### src/design/servo_bus_status_packet_parser_macros.svh
// Assertion macros shared by the status packet parser modules.
`ifndef SERVO_BUS_STATUS_PACKET_PARSER_MACROS_SVH
`define SERVO_BUS_STATUS_PACKET_PARSER_MACROS_SVH

// The consequent must hold in the same cycle as the antecedent.
`define SBSP_ASSERT_HOLDS(label, clk, rst_n, ante, cons, msg) \
	label: assert property (@(posedge clk) disable iff (!rst_n) (ante) |-> (cons)) \
		else $error(msg);

// The consequent must hold in the cycle after the antecedent.
`define SBSP_ASSERT_NEXT(label, clk, rst_n, ante, cons, msg) \
	label: assert property (@(posedge clk) disable iff (!rst_n) (ante) |=> (cons)) \
		else $error(msg);

`endif

### src/design/sbsp_pkg.sv
// Types, constants and codes shared by the status packet parser modules.
package sbsp_pkg;

	localparam int BODY_CAP   = 1024;
	localparam int MAX_PARAMS = 16;
	localparam int MAX_LENGTH = 64;

	localparam int CNT_W   = $clog2(BODY_CAP + 1);
	localparam int PIDX_W  = (MAX_PARAMS > 1) ? $clog2(MAX_PARAMS) : 1;
	localparam int SHOWN_W = $clog2(MAX_PARAMS + 1);

	// Input actions.
	localparam logic [1:0] ACT_BYTE    = 2'd0;
	localparam logic [1:0] ACT_TIMEOUT = 2'd1;
	localparam logic [1:0] ACT_RESTART = 2'd2;

	// Header hunt progress once FF FF FD has been seen.
	localparam logic [1:0] HDR_DONE = 2'd3;
	localparam logic [7:0] HDR_FF   = 8'hFF;
	localparam logic [7:0] HDR_FD   = 8'hFD;

	// Body byte positions.
	localparam logic [CNT_W-1:0] BIDX_ID     = CNT_W'(1);
	localparam logic [CNT_W-1:0] BIDX_LEN_LO = CNT_W'(2);
	localparam logic [CNT_W-1:0] BIDX_LEN_HI = CNT_W'(3);
	localparam logic [CNT_W-1:0] BIDX_STATUS = CNT_W'(5);
	localparam logic [CNT_W-1:0] BIDX_PARAM0 = CNT_W'(6);
	localparam logic [CNT_W-1:0] BIDX_PEND   = CNT_W'(6 + MAX_PARAMS);
	localparam logic [CNT_W-1:0] BODY_FULL   = CNT_W'(BODY_CAP);

	localparam logic [15:0] LEN_UNKNOWN = 16'd1024;

	// Report kinds.
	localparam logic [1:0] RPT_TIMEOUT  = 2'd0;
	localparam logic [1:0] RPT_MISMATCH = 2'd1;
	localparam logic [1:0] RPT_LONG     = 2'd2;
	localparam logic [1:0] RPT_DATA     = 2'd3;

	typedef struct packed {
		logic                start;
		logic [1:0]          kind;
		logic [7:0]          status;
		logic [5:0]          count;
		logic [SHOWN_W-1:0]  shown;
	} rpt_req_t;

	typedef struct packed {
		logic               en;
		logic [PIDX_W-1:0]  addr;
		logic [7:0]         data;
	} mem_wr_t;

	typedef struct packed {
		logic               en;
		logic [PIDX_W-1:0]  addr;
	} mem_rd_t;

endpackage

### src/design/servo_bus_status_packet_parser.sv
// Top level of the servo bus status packet parser.
//
// The parser takes one transfer per cycle on the input channel: a received byte, a receive
// timeout or a restart. It hunts for the header FF FF FD (a surplus FF keeps the progress made),
// then numbers the body bytes from zero, capturing the responder ID (body byte 1), the 16-bit
// length (bytes 2 and 3, low byte first), the device status byte (byte 5) and up to sixteen
// parameter bytes (from byte 6) in a small synchronous parameter memory. The packet ends at body
// byte length+3, on a timeout, or on the first byte that arrives with 1024 body bytes already
// held; that byte is dropped. The CRC is not checked. Each packet end yields a report on the
// result channel: a single timed-out result when no body byte came, a single ID mismatch
// result when the ID differs from device_id, a single empty result when the length exceeds 64,
// otherwise the status byte and the parameter count (length-4, zero below four) on either one
// result with no parameter or on a run of min(count,16) parameter results, last marking the end.
// Parameters never received read as zero. Once a transfer ends a packet, in_stall is raised
// from the next cycle until the final result of the report has been transferred. A single
// result is loaded straight from the request and then waits for the sink; a parameter run goes
// through a memory read, an output load and a transfer for each result, since the parameter
// memory has a registered read port. The memory needs no clearing pass: per-entry valid bits
// are cleared by a restart or by the end of a report, and the input stall keeps writes and
// report reads from ever overlapping. device_id is written through cfg_wr_en and cfg_wr_data
// and must only be changed while the block is idle.
`include "servo_bus_status_packet_parser_macros.svh"

module servo_bus_status_packet_parser (
	input  logic        clk,
	input  logic        arst_n,
	input  logic        cfg_wr_en,
	input  logic [7:0]  cfg_wr_data,
	input  logic        in_valid,
	output logic        in_stall,
	input  logic [1:0]  action,
	input  logic [7:0]  rx_byte,
	output logic        out_valid,
	input  logic        out_stall,
	output logic        timed_out,
	output logic        id_mismatch,
	output logic [7:0]  status_flags,
	output logic [5:0]  param_count,
	output logic        param_valid,
	output logic [3:0]  param_index,
	output logic [7:0]  param_byte,
	output logic        last
);
	import sbsp_pkg::*;

	logic [7:0] device_id_r_q;
	logic       in_acc;
	logic       busy;
	logic       restart_clr;
	logic       report_clr;
	logic [7:0] rd_data;
	mem_wr_t    wr;
	mem_rd_t    rd;
	rpt_req_t   req;

	// The expected responder ID register.
	always_ff @(posedge clk or negedge arst_n) begin
		if (!arst_n) begin
			device_id_r_q <= 8'd0;
		end else if (cfg_wr_en) begin
			device_id_r_q <= cfg_wr_data;
		end
	end

	// Input transfers are refused for the whole of a report.
	assign in_stall = busy;
	assign in_acc   = in_valid && !in_stall;

	sbsp_rx_parser u_parser (
		.clk         (clk),
		.arst_n      (arst_n),
		.in_acc      (in_acc),
		.action      (action),
		.rx_byte     (rx_byte),
		.device_id   (device_id_r_q),
		.wr          (wr),
		.restart_clr (restart_clr),
		.req         (req)
	);

	sbsp_param_store u_store (
		.clk     (clk),
		.arst_n  (arst_n),
		.wr      (wr),
		.rd      (rd),
		.clr     (restart_clr || report_clr),
		.rd_data (rd_data)
	);

	sbsp_report u_report (
		.clk          (clk),
		.arst_n       (arst_n),
		.req          (req),
		.rd           (rd),
		.rd_data      (rd_data),
		.mem_clr      (report_clr),
		.busy         (busy),
		.out_valid    (out_valid),
		.out_stall    (out_stall),
		.timed_out    (timed_out),
		.id_mismatch  (id_mismatch),
		.status_flags (status_flags),
		.param_count  (param_count),
		.param_valid  (param_valid),
		.param_index  (param_index),
		.param_byte   (param_byte),
		.last         (last)
	);

	`SBSP_ASSERT_HOLDS(a_cfg_idle, clk, arst_n, cfg_wr_en, !busy, "device_id written mid-report")
	`SBSP_ASSERT_NEXT(a_out_held, clk, arst_n, out_valid && out_stall, out_valid, "result withdrawn")
	`SBSP_ASSERT_NEXT(a_out_stable, clk, arst_n, out_valid && out_stall, $stable(param_byte), "byte moved")
	`SBSP_ASSERT_NEXT(a_in_free, clk, arst_n, out_valid && !out_stall && last, !in_stall, "input held")

endmodule

### src/design/sbsp_param_store.sv
// Parameter byte memory with one write port, one registered read port and per-entry valid bits.
module sbsp_param_store (
	input  logic                  clk,
	input  logic                  arst_n,
	input  sbsp_pkg::mem_wr_t     wr,
	input  sbsp_pkg::mem_rd_t     rd,
	input  logic                  clr,
	output logic [7:0]            rd_data
);
	import sbsp_pkg::*;

	logic [7:0]            mem [MAX_PARAMS];
	logic [MAX_PARAMS-1:0] vld_q;
	logic [7:0]            rd_mem_q;
	logic                  rd_vld_q;

	always_ff @(posedge clk) begin
		if (wr.en) begin
			mem[wr.addr] <= wr.data;
		end
		if (rd.en) begin
			rd_mem_q <= mem[rd.addr];
		end
	end

	// Entries never written since the last clear read as zero.
	always_ff @(posedge clk or negedge arst_n) begin
		if (!arst_n) begin
			vld_q    <= '0;
			rd_vld_q <= 1'b0;
		end else begin
			if (clr) begin
				vld_q <= '0;
			end else if (wr.en) begin
				vld_q[wr.addr] <= 1'b1;
			end
			if (rd.en) begin
				rd_vld_q <= vld_q[rd.addr];
			end
		end
	end

	assign rd_data = rd_vld_q ? rd_mem_q : 8'd0;

endmodule

### src/design/sbsp_rx_parser.sv
// Header hunt and body capture; raises a report request at the end of each packet.
module sbsp_rx_parser (
	input  logic                  clk,
	input  logic                  arst_n,
	input  logic                  in_acc,
	input  logic [1:0]            action,
	input  logic [7:0]            rx_byte,
	input  logic [7:0]            device_id,
	output sbsp_pkg::mem_wr_t     wr,
	output logic                  restart_clr,
	output sbsp_pkg::rpt_req_t    req
);
	import sbsp_pkg::*;

	logic [1:0]       hdr_q, hdr_d;
	logic [CNT_W-1:0] cnt_q, cnt_d;
	logic [15:0]      len_q, len_d;
	logic [7:0]       pid_q, pid_d;
	logic [7:0]       stat_q, stat_d;
	logic             end_pkt;
	logic             restart;
	logic [5:0]       count;

	always_comb begin
		hdr_d   = hdr_q;
		cnt_d   = cnt_q;
		len_d   = len_q;
		pid_d   = pid_q;
		stat_d  = stat_q;
		wr      = '0;
		end_pkt = 1'b0;
		restart = 1'b0;
		if (in_acc) begin
			unique case (action)
				ACT_BYTE: begin
					if (hdr_q != HDR_DONE) begin
						if (rx_byte == ((hdr_q == 2'd2) ? HDR_FD : HDR_FF)) begin
							hdr_d = hdr_q + 2'd1;
						end else if (rx_byte != HDR_FF) begin
							hdr_d = 2'd0;
						end
					end else if (cnt_q >= BODY_FULL) begin
						// Body full: the byte is dropped and the packet ends.
						end_pkt = 1'b1;
					end else begin
						priority if (cnt_q == BIDX_ID) begin
							pid_d = rx_byte;
						end else if (cnt_q == BIDX_LEN_LO) begin
							len_d = {len_q[15:8], rx_byte};
						end else if (cnt_q == BIDX_LEN_HI) begin
							len_d = {rx_byte, len_q[7:0]};
						end else if (cnt_q == BIDX_STATUS) begin
							stat_d = rx_byte;
						end else if (cnt_q >= BIDX_PARAM0 && cnt_q < BIDX_PEND) begin
							wr.en   = 1'b1;
							wr.addr = PIDX_W'(cnt_q - BIDX_PARAM0);
							wr.data = rx_byte;
						end else begin
						end
						cnt_d = cnt_q + CNT_W'(1);
						if (cnt_q != BIDX_LEN_HI && 17'(cnt_q) == 17'(len_d) + 17'd3) begin
							end_pkt = 1'b1;
						end
					end
				end
				ACT_TIMEOUT: end_pkt = 1'b1;
				ACT_RESTART: restart = 1'b1;
				default: ;
			endcase
		end
	end

	always_ff @(posedge clk or negedge arst_n) begin
		if (!arst_n) begin
			hdr_q  <= 2'd0;
			cnt_q  <= '0;
			len_q  <= LEN_UNKNOWN;
			pid_q  <= 8'd0;
			stat_q <= 8'd0;
		end else if (end_pkt || restart) begin
			hdr_q  <= 2'd0;
			cnt_q  <= '0;
			len_q  <= LEN_UNKNOWN;
			pid_q  <= 8'd0;
			stat_q <= 8'd0;
		end else begin
			hdr_q  <= hdr_d;
			cnt_q  <= cnt_d;
			len_q  <= len_d;
			pid_q  <= pid_d;
			stat_q <= stat_d;
		end
	end

	assign count = (len_d < 16'd4) ? 6'd0 : 6'(len_d - 16'd4);

	always_comb begin
		req.start  = end_pkt;
		req.status = stat_d;
		req.count  = count;
		req.shown  = ({1'b0, count} < 7'(MAX_PARAMS)) ? SHOWN_W'(count) : SHOWN_W'(MAX_PARAMS);
		priority if (cnt_d == '0) begin
			req.kind = RPT_TIMEOUT;
		end else if (pid_d != device_id) begin
			req.kind = RPT_MISMATCH;
		end else if (len_d > 16'(MAX_LENGTH)) begin
			req.kind = RPT_LONG;
		end else begin
			req.kind = RPT_DATA;
		end
	end

	assign restart_clr = restart;

endmodule

### src/design/sbsp_report.sv
// Report sequencer: reads stored parameters and drives the registered result channel.
`include "servo_bus_status_packet_parser_macros.svh"

module sbsp_report (
	input  logic                  clk,
	input  logic                  arst_n,
	input  sbsp_pkg::rpt_req_t    req,
	output sbsp_pkg::mem_rd_t     rd,
	input  logic [7:0]            rd_data,
	output logic                  mem_clr,
	output logic                  busy,
	output logic                  out_valid,
	input  logic                  out_stall,
	output logic                  timed_out,
	output logic                  id_mismatch,
	output logic [7:0]            status_flags,
	output logic [5:0]            param_count,
	output logic                  param_valid,
	output logic [3:0]            param_index,
	output logic [7:0]            param_byte,
	output logic                  last
);
	import sbsp_pkg::*;

	localparam logic [1:0] ST_IDLE = 2'd0;
	localparam logic [1:0] ST_READ = 2'd1;
	localparam logic [1:0] ST_LOAD = 2'd2;
	localparam logic [1:0] ST_HOLD = 2'd3;

	logic [1:0]         state_q;
	logic [1:0]         kind_q;
	logic [7:0]         status_q;
	logic [5:0]         count_q;
	logic [SHOWN_W-1:0] shown_q;
	logic [PIDX_W-1:0]  idx_q;
	logic               out_valid_q;
	logic               timed_out_q;
	logic               id_mismatch_q;
	logic [7:0]         status_flags_q;
	logic [5:0]         param_count_q;
	logic               param_valid_q;
	logic [3:0]         param_index_q;
	logic [7:0]         param_byte_q;
	logic               last_q;
	logic               out_acc;
	logic               single;

	assign out_acc = out_valid_q && !out_stall;
	assign single  = (req.kind != RPT_DATA) || (req.shown == '0);

	always_ff @(posedge clk or negedge arst_n) begin
		if (!arst_n) begin
			state_q     <= ST_IDLE;
			out_valid_q <= 1'b0;
			idx_q       <= '0;
		end else begin
			unique case (state_q)
				ST_IDLE: begin
					if (req.start) begin
						idx_q <= '0;
						if (single) begin
							out_valid_q <= 1'b1;
							state_q     <= ST_HOLD;
						end else begin
							state_q <= ST_READ;
						end
					end
				end
				ST_READ: state_q <= ST_LOAD;
				ST_LOAD: begin
					out_valid_q <= 1'b1;
					state_q     <= ST_HOLD;
				end
				ST_HOLD: begin
					if (out_acc) begin
						out_valid_q <= 1'b0;
						if (last_q) begin
							state_q <= ST_IDLE;
						end else begin
							idx_q   <= idx_q + PIDX_W'(1);
							state_q <= ST_READ;
						end
					end
				end
				default: state_q <= ST_IDLE;
			endcase
		end
	end

	// Request snapshot and result payload registers.
	always_ff @(posedge clk) begin
		if (state_q == ST_IDLE && req.start) begin
			kind_q         <= req.kind;
			status_q       <= req.status;
			count_q        <= req.count;
			shown_q        <= req.shown;
			timed_out_q    <= (req.kind == RPT_TIMEOUT);
			id_mismatch_q  <= (req.kind == RPT_MISMATCH);
			status_flags_q <= (req.kind == RPT_DATA) ? req.status : 8'd0;
			param_count_q  <= (req.kind == RPT_DATA) ? req.count : 6'd0;
			param_valid_q  <= 1'b0;
			param_index_q  <= 4'd0;
			param_byte_q   <= 8'd0;
			last_q         <= 1'b1;
		end else if (state_q == ST_LOAD) begin
			timed_out_q    <= 1'b0;
			id_mismatch_q  <= 1'b0;
			status_flags_q <= status_q;
			param_count_q  <= count_q;
			param_valid_q  <= 1'b1;
			param_index_q  <= 4'(idx_q);
			param_byte_q   <= rd_data;
			last_q         <= (SHOWN_W'(idx_q) + SHOWN_W'(1) == shown_q);
		end
	end

	assign rd.en   = (state_q == ST_READ);
	assign rd.addr = idx_q;

	// The store is cleared once the final result of the report is taken.
	assign mem_clr = (state_q == ST_HOLD) && out_acc && last_q;
	assign busy    = (state_q != ST_IDLE);

	assign out_valid    = out_valid_q;
	assign timed_out    = timed_out_q;
	assign id_mismatch  = id_mismatch_q;
	assign status_flags = status_flags_q;
	assign param_count  = param_count_q;
	assign param_valid  = param_valid_q;
	assign param_index  = param_index_q;
	assign param_byte   = param_byte_q;
	assign last         = last_q;

	`SBSP_ASSERT_HOLDS(a_idle_no_result, clk, arst_n, state_q == ST_IDLE, !out_valid_q, "result pending while idle")
	`SBSP_ASSERT_HOLDS(a_start_only_idle, clk, arst_n, req.start, state_q == ST_IDLE, "report requested while busy")
	`SBSP_ASSERT_NEXT(a_last_frees, clk, arst_n, out_acc && last_q, state_q == ST_IDLE && !out_valid_q, "sequencer did not return to idle after final result")
	`SBSP_ASSERT_HOLDS(a_kind_known, clk, arst_n, out_valid_q && param_valid_q, kind_q == RPT_DATA, "parameter result outside a data report")

endmodule

### config.mk
export PLATFORM = sky130hd
export DESIGN_NAME = servo_bus_status_packet_parser
export DESIGN_NICKNAME = d
export VERILOG_FILES = /design/src/design/sbsp_pkg.sv /design/src/design/servo_bus_status_packet_parser.sv /design/src/design/sbsp_param_store.sv /design/src/design/sbsp_rx_parser.sv /design/src/design/sbsp_report.sv
export VERILOG_INCLUDE_DIRS = /design/src /design/src/design
export SDC_FILE = /design/constraint.sdc
export NUM_CORES = 1
export LEC_CHECK = 0
export BUFFER_PORTS_ARGS = -buffer_cell sky130_fd_sc_hd__buf_2
export CORE_MARGIN = 4
export CORE_UTILIZATION = 28
export DETAILED_ROUTE_END_ITERATION = 12
export GPL_ROUTABILITY_DRIVEN = 0
export SYNTH_ARGS = -nofsm -noshare
export SYNTH_HDL_FRONTEND = slang
export SYNTH_SLANG_ARGS = --single-unit
### constraint.sdc
create_clock -name clk -period 4.45 [get_ports clk]
set_input_delay 0.2225 -clock clk [delete_from_list [all_inputs] [get_ports clk]]
set_output_delay 0.2225 -clock clk [all_outputs]
set_load 0.01 [all_outputs]
# == Yosys cells after proc, flatten, opt, wreduce, memory -nomap -nowiden ==
# Memory sizes are Yosys's and may differ from the RTL's. A register that Yosys moved wholly into a read port is not among the register bits.
# Cells that the tools add are included.
# totals
wordCells,186
output_inout_bits,32
register_bits,126
inputBits,23
n_memories,1
ram_bits,128
# mem_list
memory,words,word_bits,read_ports,rd_ports_with_merged_regs,wr,line_no,rtl
u_store.mem,16,8,1,1,1,sbsp_param_store.sv:12,logic [7:0] mem [MAX_PARAMS];
# op_classes
magnitude_cmp,9
bitwise_logic,1
eq_ne,24
addsub,7
reduce_logical,31
mux,91
# op_table
cell,n
two-way mux 16 bit,14
two-way mux 8 bit,19
two-way mux 13 bit,9
two-way mux 11 bit,5
two-way mux 2 bit,12
two-way mux 6 bit,4
== test 11 x 2 -> 1 bit (second input constant),2
two-way mux 1 bit,18
adder 16 x 2 -> 17 bit (second input constant),1
== test 11 x 17 -> 1 bit,1
> comparator 16 x 7 -> 1 bit (second input constant),1
< comparator 16 x 3 -> 1 bit (second input constant),1
OR 16 bit,1
nonzero test 2 bit,7
two-way mux 4 bit,3
AND reduction 4 bit,3
adder 11 x 1 -> 11 bit (second input constant),1
== test 11 x 1 -> 1 bit (second input constant),1
== test 11 x 3 -> 1 bit (second input constant),1
>= comparator 11 bit (second input constant),1
>= comparator 11 x 3 -> 1 bit (second input constant),1
logical NOT 11 bit,1
< comparator 11 x 5 -> 1 bit (second input constant),1
inequality test 11 x 2 -> 1 bit (second input constant),1
other kinds (30),54

# == Longest topological paths before layout ==
# Gate-level depths: netlist (run 1).
# logic_depth
word_depth,21
depth_mapped,21
ltp_nobuf,15

# == Cells and area by module ==
# Synthesis (run 1) repeated with hierarchy kept, for this count alone.
# unflattened
cells_unflattened,1029
hier_area_um2,12976.2
# modules_own_cells
module,area_each_um2,seq_area_each_um2,cells_each,n_inst
sbsp_param_store,6007.0,4509.3,276,1
sbsp_rx_parser,4289.1,1127.3,559,1
sbsp_report,2336.0,1506.4,175,1
servo_bus_status_packet_parser,344.1,200.2,19,1

# == Worst setup path before layout (run 1) ==
# No wires, ideal clock.
# synth_timing
kind,register to register
from,register u_parser.cnt_q[0]
to,"register u_report.id_mismatch_q, in the netlist u_report.id_mismatch, enable pin"
n_path_buf,5
required_ps,4075
setup_ps,375
path_stages_with_launch,20
setup_slack_ps,-90
arrival_time_ps,4165
synth_period_minus_slack_ps,4540
path_cell_list,dfrtp_1 -> clkbuf_1 -> inv_1 -> ha_1 -> or4b_4 -> or3_1 -> buf_6 -> buf_6 -> nor2_1 -> a21oi_1 -> ha_1 -> buf_4 -> nor4_1 -> mux2i_1 -> a21oi_1 -> mux2i_1 -> nor4_4 -> a31oi_4 -> buf_2 -> nand2b_1
# synth_between
elab_chain_len,18
# synth_lines
element,line_no,rtl
from (decl),sbsp_rx_parser.sv:16,"logic [CNT_W-1:0] cnt_q, cnt_d;"
from (signal assigned),sbsp_rx_parser.sv:88,cnt_q <= cnt_d;
== test 11 x 2 -> 1 bit,sbsp_rx_parser.sv:50,end else if (cnt_q == BIDX_LEN_HI) begin
two-way mux 16 bit,sbsp_rx_parser.sv:50,
two-way mux 16 bit,sbsp_rx_parser.sv:48,end else if (cnt_q == BIDX_LEN_LO) begin
two-way mux 16 bit,sbsp_rx_parser.sv:46,priority if (cnt_q == BIDX_ID) begin
two-way mux 16 bit,sbsp_rx_parser.sv:42,end else if (cnt_q >= BODY_FULL) begin
two-way mux 16 bit,sbsp_rx_parser.sv:36,if (hdr_q != HDR_DONE) begin
two-way mux 16 bit,sbsp_rx_parser.sv:34,unique case (action)
two-way mux 16 bit,sbsp_rx_parser.sv:33,if (in_acc) begin
[... 2 more ...],n/a,
logical AND 1 bit,sbsp_rx_parser.sv:61,if (cnt_q != BIDX_LEN_HI && 17'(cnt_q) == 17'(len_d) + 17'd3) begin
two-way mux 1 bit,sbsp_rx_parser.sv:61,
two-way mux 1 bit *,sbsp_rx_parser.sv:42,
two-way mux 1 bit *,sbsp_rx_parser.sv:36,
one-hot mux 1 bit (2 select lines) *,sbsp_rx_parser.sv:34,
two-way mux 1 bit *,sbsp_rx_parser.sv:33,
logical AND 1 bit *,sbsp_report.sv:92,if (state_q == ST_IDLE && req.start) begin
nonzero test 2 bit (no line) *,n/a,
to (signal assigned),sbsp_report.sv:98,id_mismatch_q <= (req.kind == RPT_MISMATCH);
to (decl),sbsp_report.sv:38,logic id_mismatch_q;
# Mark *: on every way between the ends. The rest lies on a longest branch, timed or not. The select of a mux whose other input is x is not followed.
# A chain may end at the register's enable or synchronous reset.

# == Worst setup path in the final report (run 1) ==
# layout_timing
from,register u_parser.cnt_q[1]
to,register u_report.idx_q[1]
# layout_between
elab_chain_len,18
# layout_lines
element,line_no,rtl
== test 11 x 2 -> 1 bit,sbsp_rx_parser.sv:50,
two-way mux 16 bit,sbsp_rx_parser.sv:50,
two-way mux 16 bit,sbsp_rx_parser.sv:48,
two-way mux 16 bit,sbsp_rx_parser.sv:46,
two-way mux 16 bit,sbsp_rx_parser.sv:42,
two-way mux 16 bit,sbsp_rx_parser.sv:36,
two-way mux 16 bit,sbsp_rx_parser.sv:34,
two-way mux 16 bit,sbsp_rx_parser.sv:33,
[... 2 more ...],n/a,
logical AND 1 bit,sbsp_rx_parser.sv:61,
two-way mux 1 bit,sbsp_rx_parser.sv:61,
two-way mux 1 bit *,sbsp_rx_parser.sv:42,
two-way mux 1 bit *,sbsp_rx_parser.sv:36,
one-hot mux 1 bit (2 select lines) *,sbsp_rx_parser.sv:34,
two-way mux 1 bit *,sbsp_rx_parser.sv:33,
inequality test 2 bit (no line) *,n/a,
AND reduction 4 bit (no line) *,n/a,
to (signal assigned),sbsp_report.sv:80,idx_q <= idx_q + PIDX_W'(1);
to (decl),sbsp_report.sv:35,logic [PIDX_W-1:0] idx_q;
# Marked as above.

==> results of run 1 <==
-- layout make-up --
class                   count  area (um2)
clock inverters             7       113.9
well taps                 592       740.7
flip-flops and latches    262        7346
multi-input cells         618        4802
repair buffers            104       715.7
fillers                  4279       29590
inverters                  34       127.6
clock buffers              45       784.5
-- layer usage --
layer | share of wire (%) | track usage [%]
met4 | 2.5 | 3.601
met1 | 46 | 17.09
met5 | 0.023 | 0
met3 | 5.0 | 2.110
met2 | 46 | 19.48
-- per-stage QoR --
stage	hold slack [ns]	power, uW	instances	setup WS (ns)	utilization (%)
6_report	0.04245	6350	1662	0.2205	33.08
5_1_grt	0.03324	6642	1662	0.001529	33.08
4_1_cts	0.02478	6411	1660	0.07095	32.95
3_5_place_dp	0.4605	4109	1598	0.08027	30.69
3_3_place_gp	0.4478	4096	1598	0.2112	30.69
2_1_floorplan	-0.07309	3725	977	0.06415	-
-- timing repair --
action                                  4_1_cts  5_1_grt
resized for setup                             0        7
hold endpoints to repair                     85        0
endpoints found under the setup margin        0      113
buffers inserted                              0        1
hold buffers                                 10        0
-- synth_stat cells (15+ instances only) --
| cell | count | area (um2) |
|---|---|---|
| sky130_fd_sc_hd__dfrtp_1 | 76 | 1902 |
| sky130_fd_sc_hd__edfxtp_1 | 171 | 5135 |
| sky130_fd_sc_hd__nand3_1 | 19 | 95.09 |
| sky130_fd_sc_hd__nor3_1 | 18 | 90.09 |
| sky130_fd_sc_hd__nand4_1 | 15 | 93.84 |
| sky130_fd_sc_hd__xnor2_1 | 32 | 280.3 |
| sky130_fd_sc_hd__a21oi_1 | 36 | 180.2 |
| sky130_fd_sc_hd__o21a_1 | 17 | 127.6 |
| sky130_fd_sc_hd__clkbuf_1 | 37 | 138.9 |
| sky130_fd_sc_hd__inv_1 | 33 | 123.9 |
| sky130_fd_sc_hd__mux2i_1 | 41 | 410.4 |
| sky130_fd_sc_hd__nor2b_1 | 16 | 100.1 |
| sky130_fd_sc_hd__nand2_1 | 61 | 229.0 |
| sky130_fd_sc_hd__nor4_1 | 15 | 93.84 |
| sky130_fd_sc_hd__nor2_1 | 112 | 420.4 |
| sky130_fd_sc_hd__mux4_2 | 45 | 1013 |
| sky130_fd_sc_hd__ha_1 | 17 | 212.7 |
-- power by group through the flow --
stage | Clock [uW] | Sequential [uW] | Combinational, uW
final | 2290 | 2870 | 1190
after global routing | 2450 | 2880 | 1310
after CTS | 2340 | 2870 | 1200
after detailed placement | 0 | 2920 | 1190
after global placement | 0 | 2920 | 1180
after floorplan | 0 | 2910 | 817
-- state kept, by name, summed over array words and instances, names as in the netlist, 2 cells and up --
register,flops
u_report.status_flags,8
u_parser.cnt_q,11
u_report.state_q,2
u_report.count_q,6
u_store.mem,128
u_report.status_q,8
device_id_r_q,8
u_report.param_index,4
u_store.rd_mem_q,8
u_parser.stat_q,8
u_parser.hdr_q,2
u_report.shown_q,5
u_parser.pid_q,8
u_report.param_count,6
u_report.param_byte,8
u_store.vld_q,16
u_parser.len_q,16
u_report.idx_q,4
-- kinds of logic (layout without fill, tap and decap cells) --
logic type	count (synthesis)	in the layout	synth area share, %
and+or+nand+nor	319	319	12.80
DFF	262	262	58.56
AOI/OAI and AO/OA	136	136	7.693
muxes	101	101	12.73
buffers and inverters	97	190	3.382
xor gates and xnor gates	45	45	3.143
adders and majority gates	17	17	1.696
-- final timing paths --
check / startpoint / end / cells past startpoint
max: u_parser.cnt_q[1] / u_report.idx_q[1] / 16
min: rx_byte[7] / u_parser.len_q[15] / 3
max reg2reg: u_parser.cnt_q[1] / u_report.idx_q[1] / 16
min reg2reg: u_report.param_valid / u_report.param_valid / 2
max in group asynchronous: arst_n / u_parser.cnt_q[1] / 2
min in group asynchronous: arst_n / u_report.state_q[0] / 2
-- critical path, cell delays in order, from the launching register on --
cell                        delay [ns]
sky130_fd_sc_hd__dfrtp_2          0.41
sky130_fd_sc_hd__inv_1            0.10
sky130_fd_sc_hd__ha_1             0.22
sky130_fd_sc_hd__or4_4            0.47
sky130_fd_sc_hd__or3_4            0.43
sky130_fd_sc_hd__mux2i_2          0.18
sky130_fd_sc_hd__ha_2             0.25
sky130_fd_sc_hd__nor4_1           0.27
sky130_fd_sc_hd__mux2i_1          0.16
sky130_fd_sc_hd__a21oi_1          0.17
sky130_fd_sc_hd__mux2i_1          0.14
sky130_fd_sc_hd__nor4_4           0.34
sky130_fd_sc_hd__a31oi_4          0.15
sky130_fd_sc_hd__buf_4            0.19
sky130_fd_sc_hd__clkbuf_16        0.18
sky130_fd_sc_hd__and3_1           0.18
sky130_fd_sc_hd__a221o_1          0.25
==> metrics.md, run 1 <==
| Metric | Value |
|---|---|
| Part of the total power dissipated in the clock network | 36.1% |
| Yosys reg bits | 262 |
| Area post-placement | 0.01357 mm2 |
| Gr ovfl total | 0 |
| Detailed-route wire length per cell | 18.08 um |
| Reported net switching power | 1798 uW |
| Deepest clock path buffer count | 3 |
| Worst EP required | 4.89 ns |
| Fraction of final layout cells sized beyond drive strength 1 | 19.91% |
| Most common library cell in the layout ignoring fill and taps | sky130_fd_sc_hd__edfxtp_1 |
| Total routing resource utilization after global routing | 12.19% |
| Sort of element at the end of the critical path | flop |
| Floorplan die area | 0.04824 mm2 |
| Slew margin rel. | 30.15% |
| Cell-internal power | 4552 uW |
| Setup violation total in the final timing report | 0 |
| Combinational share of power | 18.7% |
| # nets final | 1088 |
| Number of distinct standard cells referenced by the synthesized netlist | 72 |
| Leading cell types in the layout, fill and taps excluded | sky130_fd_sc_hd__edfxtp_1 (171), sky130_fd_sc_hd__nor2_1 (112), sky130_fd_sc_hd__dfrtp_1 (74) |
| Slew at the pin closest to its max-slew limit | 1.048 ns |
| Top_reg_cell synth | sky130_fd_sc_hd__edfxtp_1 |
| Vias in the first global route | 8016 |
| TritonRoute pass-1 iters | 5 |
| Worst-path clk slew | 0.06 ns |
| Signed area change from the synthesized netlist to the final layout | 16.66% |
| Remaining number of nets flagged by the antenna check after routing | 0 |
| Peak clock frequency supported by timing | 236.4 MHz |
| Time the final worst path needs with I/O delays and setup | 4.230 ns |
| Leakage power figure | 0.005817 uW |
| Largest net degree at the start of global routing | 78 |
| Reg power frac | 45.2% |
| Maximum clock skew at final layout | 0.01546 ns |
| Maximum resistive drop on vdd | 300.5 uV |
| Maximum fanout along the worst path | 21 |
| Worst setup slack for register-to-register paths | 0.22 ns |
| Die outline height | 219.6 um |
| Root buf cell | sky130_fd_sc_hd__clkbuf_16 |
| Kind of launch point of the worst setup path | flop |
| DRC | 0 |
| Hpwl dp | 20190 um |
| Power density of the placed cells | 434.0 mW/mm2 |
| Pins over their slew limit | 0 |
| Number of inserted diodes | 0 |
| Number of primary I/O pins | 55 |
| Die outline width | 219.6 um |
| Sum Neg Setup Slack | 0 ns |
| Status | finished, final reports clean |
| Initial DRC count | 755 |
| Clk sink count | 262 |
| Vias/cell | 4.875 |
| Final clock period utilization by the worst path | 95.05% |
| Switch share | 28.32% |
| Initial Utilization | 28.36% |
| Syn avg cell area | 12.84 um2 |
| Share of flip-flops with an asynchronous set or reset after synthesis | 29.39% |
| Worst min-delay path class | primary input to flop |
| Critical Path AT | 4.67 ns |
| Number of max-capacitance violations reported | 0 |
| DR vias | 8102 |
| RSZ-0062 raised after global routing | false |
| Initial antenna violation count | 1 |
| Post-synthesis instance area | 0.01254 mm2 |
| Synthesis warning total | 0 |
| First-pass GRT wire length | 46960 um |
| H-tree Lvls | 1 |
| Register area share after synthesis | 58.56% |
| Count of mapped cells out of synthesis | 977 |
| Number of flops mapped to enable cells by yosys | 171 |
| Critical setup path kind | flop to flop |
| Number of port buffers | 54 |
| Post-synthesis net count | 1017 |
| Number of buffers added by the clock tree synthesis step | 28 |
| Insertion delay of the later-clocked pin in the worst-skew pair | 0.56 ns |
| Hold Vio Cnt, Final | 0 |
| Row cnt | 77 |
| Fin area | 0.01463 mm2 |
| Routed wire length | 30050 um |
| Core Footprint | 0.04422 mm2 |
| CTS tree | built |
Note: power is estimated with default switching activity, not from simulation.
==> run 2: changes to the inputs <==
--- a/config.mk
+++ b/config.mk
@@ -7,10 +7,9 @@
 export NUM_CORES = 1
 export LEC_CHECK = 0
 export BUFFER_PORTS_ARGS = -buffer_cell sky130_fd_sc_hd__buf_2
-export CORE_MARGIN = 4
-export CORE_UTILIZATION = 28
+export CORE_MARGIN = 3
+export CORE_UTILIZATION = 42
 export DETAILED_ROUTE_END_ITERATION = 12
-export GPL_ROUTABILITY_DRIVEN = 0
 export SYNTH_ARGS = -nofsm -noshare
 export SYNTH_HDL_FRONTEND = slang
 export SYNTH_SLANG_ARGS = --single-unit
==> metrics.md, run 2 (synthesis gave the netlist of run 1 again) <==
| Metric | Value |
|---|---|
| Insertion delay of the later-clocked pin in the worst-skew pair | 0.55 ns (was 0.56 ns) |
| Sort of element at the end of the critical path | flop (unchanged) |
| Placed cell count | 1398 (was 1598) |
| Number of max-capacitance violations reported | 0 (unchanged) |
| Flip-flop count of the largest register after layout | 128 (unchanged) |
| Most common library cell in the layout ignoring fill and taps | sky130_fd_sc_hd__edfxtp_1 (unchanged) |
| Leading cell types in the layout, fill and taps excluded | sky130_fd_sc_hd__edfxtp_1 (171), sky130_fd_sc_hd__nor2_1 (112), sky130_fd_sc_hd__dfrtp_1 (75) (was sky130_fd_sc_hd__edfxtp_1 (171), sky130_fd_sc_hd__nor2_1 (112), sky130_fd_sc_hd__dfrtp_1 (74)) |
| Top reg by flops | u_store.mem (unchanged) |
| Source of the worst register-to-register timing path | u_parser.cnt_q[1] (unchanged) |
| Worst slack, placed | 0.02195 ns (was 0.08027 ns) |
| Initial antenna violation count | 0 (was 1) |
| Sum Neg Setup Slack | 0 ns (unchanged) |
| Worst setup slack for register-to-register paths | 0.17 ns (was 0.22 ns) |
| Power density of the placed cells | 444.6 mW/mm2 (was 434.0 mW/mm2) |
| H-tree Lvls | 1 (unchanged) |
| Path depth of the worst reg2reg path | 16 (unchanged) |
| Signed area change from the synthesized netlist to the final layout | 16.30% (was 16.66%) |
| DRC | 0 (unchanged) |
| Maximum fanout along the worst path | 21 (unchanged) |
| Kind of launch point of the worst setup path | flop (unchanged) |
| Worst EP required | 4.89 ns (about the same) |
| Deepest clock path buffer count | 3 (unchanged) |
| Maximum resistive drop on vdd | 299.2 uV (was 300.5 uV) |
| Leakage power figure | 0.005950 uW (was 0.005817 uW) |
| Largest net degree at the start of global routing | 47 (was 78) |
| CTS tree | built (unchanged) |
| Part of the total power dissipated in the clock network | 37.3% (was 36.1%) |
| Die outline height | 178.8 um (was 219.6 um) |
| Routed wire length | 29030 um (was 30050 um) |
| # nets final | 1101 (was 1088) |
| Remaining number of nets flagged by the antenna check after routing | 0 (unchanged) |
| Area post-placement | 0.01339 mm2 (was 0.01357 mm2) |
| Worst min-delay path class | primary input to flop (unchanged) |
| Peak clock frequency supported by timing | 233.6 MHz (was 236.4 MHz) |
| DR vias | 8100 (was 8102) |
| Reported net switching power | 1771 uW (was 1798 uW) |
| Slew margin rel. | 34.14% (was 30.15%) |
| Number of standard cells in the final layout excluding fillers | 1466 (was 1662) |
| Setup violation total in the final timing report | 0 (unchanged) |
| Worst-path clk slew | 0.07 ns (was 0.06 ns) |
| Maximum clock skew at final layout | 0.01551 ns (was 0.01546 ns) |
| Hpwl dp | 19670 um (was 20190 um) |
| Critical setup path kind | flop to flop (unchanged) |
| Fraction of final layout cells sized beyond drive strength 1 | 21.44% (was 19.91%) |
| Root buf cell | sky130_fd_sc_hd__clkbuf_16 (unchanged) |
| Hold path start | rx_byte[5] (was rx_byte[7]) |
| Critical Path AT | 4.72 ns (was 4.67 ns) |
| Slew at the pin closest to its max-slew limit | 0.9843 ns (was 1.048 ns) |
| Hold Vio Cnt, Final | 0 (unchanged) |
| Number of primary I/O pins | 55 (unchanged) |
| Number of inserted diodes | 0 (unchanged) |
| Combinational share of power | 17.3% (was 18.7%) |
| Status | finished, final reports clean (unchanged) |
| Gr ovfl total | 0 (unchanged) |
| Number of buffers added by the clock tree synthesis step | 28 (unchanged) |
| Row cnt | 62 (was 77) |
| Number of port buffers | 54 (unchanged) |
| Capturing instance or port of the critical path | u_report.idx_q[1] (unchanged) |
| Pins over their slew limit | 0 (unchanged) |
| Switch share | 27.31% (was 28.32%) |
| Initial Utilization | 43.11% (was 28.36%) |
| Largest registers | u_store.mem (128), u_parser.len_q (16), u_store.vld_q (16) (unchanged) |
| Total Power | 6485 uW (was 6350 uW) |
| Die outline width | 178.8 um (was 219.6 um) |
| Time the final worst path needs with I/O delays and setup | 4.282 ns (was 4.230 ns) |
| Final clock period utilization by the worst path | 96.22% (was 95.05%) |
| Detailed-route wire length per cell | 19.80 um (was 18.08 um) |
| Cell-internal power | 4714 uW (was 4552 uW) |
| Vias/cell | 5.525 (was 4.875) |
| Vias in the first global route | 8003 (was 8016) |
| Clk sink count | 262 (unchanged) |
| Reg power frac | 45.4% (was 45.2%) |
| Minimum setup slack in the final design | 0.1683 ns (was 0.2205 ns) |
| Initial DRC count | 717 (was 755) |
| First-pass GRT wire length | 46020 um (was 46960 um) |
| Fin area | 0.01459 mm2 (was 0.01463 mm2) |
| Total routing resource utilization after global routing | 18.42% (was 12.19%) |
| RSZ-0062 raised after global routing | false (unchanged) |
| Last weighted congestion value of the routability-driven placer | 0.8545 |
| Core Footprint | 0.02909 mm2 (was 0.04422 mm2) |
| Reg2Reg Capture Point | u_report.idx_q[1] (unchanged) |
| Source of the critical timing path | u_parser.cnt_q[1] (unchanged) |
| Floorplan die area | 0.03197 mm2 (was 0.04824 mm2) |
| TritonRoute pass-1 iters | 4 (was 5) |
[run 2: changes by cell type in the layout (fill, tap and decap cells not counted), moves of 2 or more]
cell                        before  now
sky130_fd_sc_hd__bufinv_16       2    4
sky130_fd_sc_hd__buf_4          38   49
sky130_fd_sc_hd__clkbuf_8        2    5
sky130_fd_sc_hd__clkbuf_1       15    4
sky130_fd_sc_hd__clkinv_1        0    3
sky130_fd_sc_hd__clkinv_2        3    6
[run 2: cell type report]
cell class | count | area [um2]
clock inverter | 14 | 191.4
tap | 384 | 480.5
inverter | 34 | 127.6
multi-input combinational | 618 | 4828
timing repair buffer | 117 | 828.3
sequential | 262 | 7345
fill | 2521 | 14510
clock buffer | 37 | 784.5
[run 2: worst min-delay path by stage]
stage,to,slack [ns],cells past startpoint
floorplan,device_id_r_q[0],-0.07,0
global placement,device_id_r_q[4],0.27,1
detailed placement,u_parser.pid_q[4],0.28,1
CTS,u_parser.len_q[13],0.04,3
global route,u_parser.len_q[13],0.07,3
finish,u_parser.len_q[13],0.07,3
[run 2: metrics by stage]
step | util, % | hold slack [ns]
after floorplan | - | -0.07309
after detailed placement | 46.02 | 0.2756
after global placement | 46.02 | 0.2684
after global routing | 50.14 | 0.07337
final | 50.14 | 0.07424
after CTS | 49.77 | 0.03857
[run 2: metal layers]
metal	track usage [%]	vias to the layer above	wire [um]
li1	-	3801	-
met1	26.45	4049	13430
met2	29.93	204	13710
met3	2.584	46	1243
met4	4.188	0	636
met5	0	-	0
[run 2: worst max-delay path: stages (launching register included)]
cell and delay (ns):
sky130_fd_sc_hd__dfrtp_1 0.39, sky130_fd_sc_hd__inv_1 0.11, sky130_fd_sc_hd__ha_1 0.22, sky130_fd_sc_hd__or4_4 0.48, sky130_fd_sc_hd__or3_4 0.45, sky130_fd_sc_hd__mux2i_4 0.21
sky130_fd_sc_hd__ha_2 0.26, sky130_fd_sc_hd__nor4_4 0.31, sky130_fd_sc_hd__mux2i_1 0.16, sky130_fd_sc_hd__a21oi_1 0.17, sky130_fd_sc_hd__mux2i_1 0.13, sky130_fd_sc_hd__nor4_4 0.34
sky130_fd_sc_hd__a31oi_4 0.14, sky130_fd_sc_hd__buf_4 0.18, sky130_fd_sc_hd__clkbuf_16 0.18, sky130_fd_sc_hd__and3_1 0.18, sky130_fd_sc_hd__a221o_1 0.25
[run 2: power by group through the flow]
stage | clock network (uW) | registers (uW) | logic [uW]
6_report | 2420 | 2950 | 1120
5_1_grt | 2580 | 2980 | 1230
4_1_cts | 2480 | 2960 | 1120
3_5_place_dp | 0 | 3010 | 1100
3_3_place_gp | 0 | 3000 | 1100
2_1_floorplan | 0 | 2910 | 817
[run 2: what timing repair did]
item	CTS	global route
pin swaps	0	3
setup buffers	0	5
endpoints found under the hold margin	54	0
setup endpoints to repair	16	115
hold buffers	11	0
gates cloned	0	1
gates resized for setup	1	9
==> run 3: changes to the inputs <==
--- a/config.mk
+++ b/config.mk
@@ -6,6 +6,7 @@
 export SDC_FILE = /design/constraint.sdc
 export NUM_CORES = 1
 export LEC_CHECK = 0
+export ABC_AREA = 1
 export BUFFER_PORTS_ARGS = -buffer_cell sky130_fd_sc_hd__buf_2
 export CORE_MARGIN = 3
 export CORE_UTILIZATION = 42
==> metrics.md, run 3 <==
| Metric | Value |
|---|---|
| Hpwl dp | 21040 um (was 19670 um) |
| Number of flops mapped to enable cells by yosys | 171 (unchanged) |
| Post-synthesis instance area | 0.01261 mm2 (was 0.01254 mm2) |
| Register area share after synthesis | 58.25% (was 58.56%) |
| Vias in the first global route | 8466 (was 8003) |
| Sequential Area | 0.007346 mm2 (was 0.007345 mm2) |
| DR vias | 9006 (was 8100) |
| Initial antenna violation count | 0 (unchanged) |
| Critical setup path kind | flop to flop (unchanged) |
| Flip-flop count of the largest register after layout | 128 (unchanged) |
| Worst-path clk slew | 0.06 ns (was 0.07 ns) |
| Combinational share of power | 25.2% (was 17.3%) |
| Fin area | 0.01435 mm2 (was 0.01459 mm2) |
| Time the final worst path needs with I/O delays and setup | 3.928 ns (was 4.282 ns) |
| TritonRoute pass-1 iters | 5 (was 4) |
| Cells traversed along the worst timing path | inv_1, ha_1, nand2_4, nand3_4, nand2_1, nand2_1, ha_1, xnor2_1, nor2_1, nand2_1, nor2_1, nand2_1, nor2_1, nand2_1, nor2_1, nand2_1, nor2_1, nand3_1, nand2_1, nand2_1, nand2_1, nand2_2, inv_2 (was inv_1, ha_1, or4_4, or3_4, mux2i_4, ha_2, nor4_4, mux2i_1, a21oi_1, mux2i_1, nor4_4, a31oi_4, buf_4, clkbuf_16, and3_1, a221o_1) |
| Sum Neg Setup Slack | 0 ns (unchanged) |
| Ranking of synthesized cells by area | sky130_fd_sc_hd__edfxtp_1 (41%), sky130_fd_sc_hd__dfrtp_1 (15%), sky130_fd_sc_hd__nand2_1 (6.8%) (was sky130_fd_sc_hd__edfxtp_1 (41%), sky130_fd_sc_hd__dfrtp_1 (15%), sky130_fd_sc_hd__mux4_2 (8.1%)) |
| Maximum resistive drop on vdd | 348.1 uV (was 299.2 uV) |
| Largest registers | u_store.mem (128), u_parser.len_q (16), u_store.vld_q (16) (unchanged) |
| Yosys reg bits | 262 (unchanged) |
| Number of primary I/O pins | 55 (unchanged) |
| Insertion delay of the later-clocked pin in the worst-skew pair | 0.56 ns (was 0.55 ns) |
| Reported net switching power | 2392 uW (was 1771 uW) |
| Core Footprint | 0.02917 mm2 (was 0.02909 mm2) |
| Detailed-route wire length per cell | 17.60 um (was 19.80 um) |
| Portion of synthesized cell area occupied by the leading cell type | 40.73% (was 40.95%) |
| Deepest clock path buffer count | 3 (unchanged) |
| Library cell with the largest summed area after synthesis | sky130_fd_sc_hd__edfxtp_1 (unchanged) |
| Row cnt | 62 (unchanged) |
| Count of mapped cells out of synthesis | 1259 (was 977) |
| Switch share | 33.04% (was 27.31%) |
| Initial DRC count | 686 (was 717) |
| Last weighted congestion value of the routability-driven placer | 0.9237 (was 0.8545) |
| Worst EP required | 4.64 ns (was 4.89 ns) |
| Top reg by flops | u_store.mem (unchanged) |
| Synth top cells by count | sky130_fd_sc_hd__nand2_1 (227), sky130_fd_sc_hd__nor2_1 (195), sky130_fd_sc_hd__edfxtp_1 (171) (was sky130_fd_sc_hd__edfxtp_1 (171), sky130_fd_sc_hd__nor2_1 (112), sky130_fd_sc_hd__dfrtp_1 (76)) |
| Path depth of the worst reg2reg path | 23 (was 16) |
| First-pass GRT wire length | 48170 um (was 46020 um) |
| Signed area change from the synthesized netlist to the final layout | 13.80% (was 16.30%) |
| Delay of the slowest cell on the worst path | 0.52 ns (was 0.48 ns) |
| Layout filler cell count | 2724 (was 2521) |
| Hold Vio Cnt, Final | 0 (unchanged) |
| Reg power frac | 42.4% (was 45.4%) |
| Die outline height | 179.3 um (was 178.8 um) |
| Slew margin rel. | 38.15% (was 34.14%) |
| Initial Utilization | 43.22% (was 43.11%) |
| Root buf cell | sky130_fd_sc_hd__clkbuf_16 (unchanged) |
| Kind of launch point of the worst setup path | flop (unchanged) |
| Reg2Reg Capture Point | u_report.shown_q[1] (was u_report.idx_q[1]) |
| Kind of cell adding the most delay to the critical path | simple AND/OR/NAND/NOR gates (unchanged) |
| Number of buffers inserted to repair setup after CTS | 0 (unchanged) |
| Clk sink count | 262 (unchanged) |
| Cell-internal power | 4849 uW (was 4714 uW) |
| Hold Crit Endpoint | device_id_r_q[4] (was u_parser.len_q[13]) |
| Largest net degree at the start of global routing | 48 (was 47) |
| Number of port buffers | 54 (unchanged) |
| Number of buffers added by the clock tree synthesis step | 29 (was 28) |
| Worst setup slack for register-to-register paths | 0.52 ns (was 0.17 ns) |
| H-tree Lvls | 1 (unchanged) |
| Top_reg_cell synth | sky130_fd_sc_hd__edfxtp_1 (unchanged) |
| WP buf/inv | 2 (was 3) |
| Final clock period utilization by the worst path | 88.27% (was 96.22%) |
| Leading cell types in the layout, fill and taps excluded | sky130_fd_sc_hd__nand2_1 (227), sky130_fd_sc_hd__nor2_1 (195), sky130_fd_sc_hd__edfxtp_1 (171) (was sky130_fd_sc_hd__edfxtp_1 (171), sky130_fd_sc_hd__nor2_1 (112), sky130_fd_sc_hd__dfrtp_1 (75)) |
| Fraction of final layout cells sized beyond drive strength 1 | 15.38% (was 21.44%) |
| Worst min-delay path class | primary input to flop (unchanged) |
| Maximum clock skew at final layout | 0.01467 ns (was 0.01551 ns) |
| Power density of the placed cells | 504.7 mW/mm2 (was 444.6 mW/mm2) |
| Setup violation total in the final timing report | 0 (unchanged) |
| Slew at the pin closest to its max-slew limit | 0.9244 ns (was 0.9843 ns) |
| Routed wire length | 30680 um (was 29030 um) |
| Area post-placement | 0.01332 mm2 (was 0.01339 mm2) |
| Critical Path AT | 4.11 ns (was 4.72 ns) |
| Number of max-capacitance violations reported | 0 (unchanged) |
| Synthesis warning total | 0 (unchanged) |
| Floorplan die area | 0.03213 mm2 (was 0.03197 mm2) |
| Share of flip-flops with an asynchronous set or reset after synthesis | 29.39% (unchanged) |
| Maximum fanout along the worst path | 32 (was 21) |
| Number of distinct standard cells referenced by the synthesized netlist | 51 (was 72) |
| RSZ-0062 raised after global routing | false (unchanged) |
| CTS tree | built (unchanged) |
| Gr ovfl total | 0 (unchanged) |
| Leakage power figure | 0.006238 uW (was 0.005950 uW) |
| Post-synthesis net count | 1299 (was 1017) |
| Part of the total power dissipated in the clock network | 32.3% (was 37.3%) |
| Most numerous cell in the Yosys netlist | sky130_fd_sc_hd__nand2_1 (was sky130_fd_sc_hd__edfxtp_1) |
| Dominant cell type by count on the critical path | sky130_fd_sc_hd__nand2_1 |
| Source of the worst register-to-register timing path | u_parser.cnt_q[1] (unchanged) |
| Number of cells on the worst hold path | 3 (unchanged) |
| Master of the slowest instance on the critical path | sky130_fd_sc_hd__inv_2 (was sky130_fd_sc_hd__or4_4) |
| Vias/cell | 5.167 (was 5.525) |
| Status | finished, final reports clean (unchanged) |
| Total routing resource utilization after global routing | 19.20% (was 18.42%) |
| Most common library cell in the layout ignoring fill and taps | sky130_fd_sc_hd__nand2_1 (was sky130_fd_sc_hd__edfxtp_1) |
| Die outline width | 179.3 um (was 178.8 um) |
| Sort of element at the end of the critical path | flop (unchanged) |
| # nets final | 1376 (was 1101) |
| Peak clock frequency supported by timing | 254.6 MHz (was 233.6 MHz) |
| Area of the multi-input gates | 0.004484 mm2 (was 0.004828 mm2) |
| Pins over their slew limit | 0 (unchanged) |
| DRC | 0 (unchanged) |
| Remaining number of nets flagged by the antenna check after routing | 0 (unchanged) |
| Number of inserted diodes | 0 (unchanged) |
| Syn avg cell area | 10.01 um2 (was 12.84 um2) |
| Hold path start | cfg_wr_en (was rx_byte[5]) |
==> run 3: changes by cell type in the layout (fill, tap and decap cells not counted), moves of 16 or more <==
cell / previous run / this run
sky130_fd_sc_hd__inv_1: 33 / 108
sky130_fd_sc_hd__o221ai_1: 1 / 27
sky130_fd_sc_hd__o21ai_1: 1 / 27
sky130_fd_sc_hd__nor2b_1: 16 / 0
sky130_fd_sc_hd__nand3_1: 19 / 67
sky130_fd_sc_hd__nor2_1: 112 / 195
sky130_fd_sc_hd__a21oi_1: 36 / 13
sky130_fd_sc_hd__o21ai_0: 9 / 55
sky130_fd_sc_hd__mux4_2: 45 / 0
sky130_fd_sc_hd__nand2_1: 61 / 227
sky130_fd_sc_hd__xnor2_1: 32 / 5
==> run 3: timing repair <==
action,in CTS,in global routing
resized for setup,0,0
hold endpoints to repair,54,0
hold buffers,9,0
==> run 3: routing by layer <==
metal / global-route usage (%) / wire, um / up-vias
li1: - / - / 4445
met1: 27.41 / 13920 / 4294
met2: 30.89 / 14410 / 226
met3: 2.838 / 1650 / 41
met4: 4.865 / 690 / 0
met5: 0 / 0 / -
==> run 3: logic make-up after synthesis <==
logic type	Yosys count	share of synthesized area, %
simple gates	571	20.32
flops	262	58.25
xor+xnor	31	2.154
fa+ha+maj	17	1.687
compound gates	166	8.853
buf+inv	180	6.183
mux	32	2.561
==> run 3: cell type report <==
class | instances | area share, %
clock inverter | 13 | 0.9245
clock buffer | 41 | 5.582
multi-input combinational | 817 | 31.26
tap | 384 | 3.349
sequential | 262 | 51.20
inverter | 129 | 3.375
timing repair buffer | 97 | 4.308
==> run 3: worst max-delay path by stage <==
stage | depth (start not counted) | endpoint | from | slack (ns)
after floorplan | 25 | u_report.id_mismatch | u_parser.cnt_q[1] | 0.93
after global routing | 23 | u_report.shown_q[0] | u_parser.cnt_q[1] | 0.10
after global placement | 22 | u_report.shown_q[3] | u_parser.cnt_q[1] | 0.64
after detailed placement | 23 | u_report.shown_q[2] | u_parser.cnt_q[1] | 0.54
after CTS | 23 | u_report.shown_q[4] | u_parser.cnt_q[1] | 0.52
final | 23 | u_report.shown_q[1] | u_parser.cnt_q[1] | 0.52
==> run 3: worst min-delay path, cell delays in order <==
cell	delay, ns
sky130_fd_sc_hd__buf_2	0.17
sky130_fd_sc_hd__nand2_1	0.07
sky130_fd_sc_hd__o21ai_0	0.07
==> run 3: metrics by stage <==
stage / total power, uW / worst slack, ns / hold slack (ns) / std cells / util, %
after global routing: 7641 / 0.1003 / 0.05863 / 1743 / 49.19
after floorplan: 4354 / 0.9260 / -0.07309 / 1259 / -
after CTS: 7318 / 0.5204 / 0.009870 / 1743 / 49.19
after detailed placement: 4958 / 0.5417 / 0.2894 / 1680 / 45.68
final: 7241 / 0.5222 / 0.02548 / 1743 / 49.19
after global placement: 4943 / 0.6374 / 0.2918 / 1680 / 45.68
==> run 3: power by group through the flow <==
| stage | Sequential [uW] | Clock (uW) | Combinational (uW) |
|---|---|---|---|
| finish | 3070 | 2340 | 1830 |
| global route | 3100 | 2490 | 2040 |
| CTS | 3080 | 2390 | 1850 |
| detailed placement | 3120 | 0 | 1830 |
| global placement | 3120 | 0 | 1830 |
| floorplan | 3090 | 0 | 1270 |
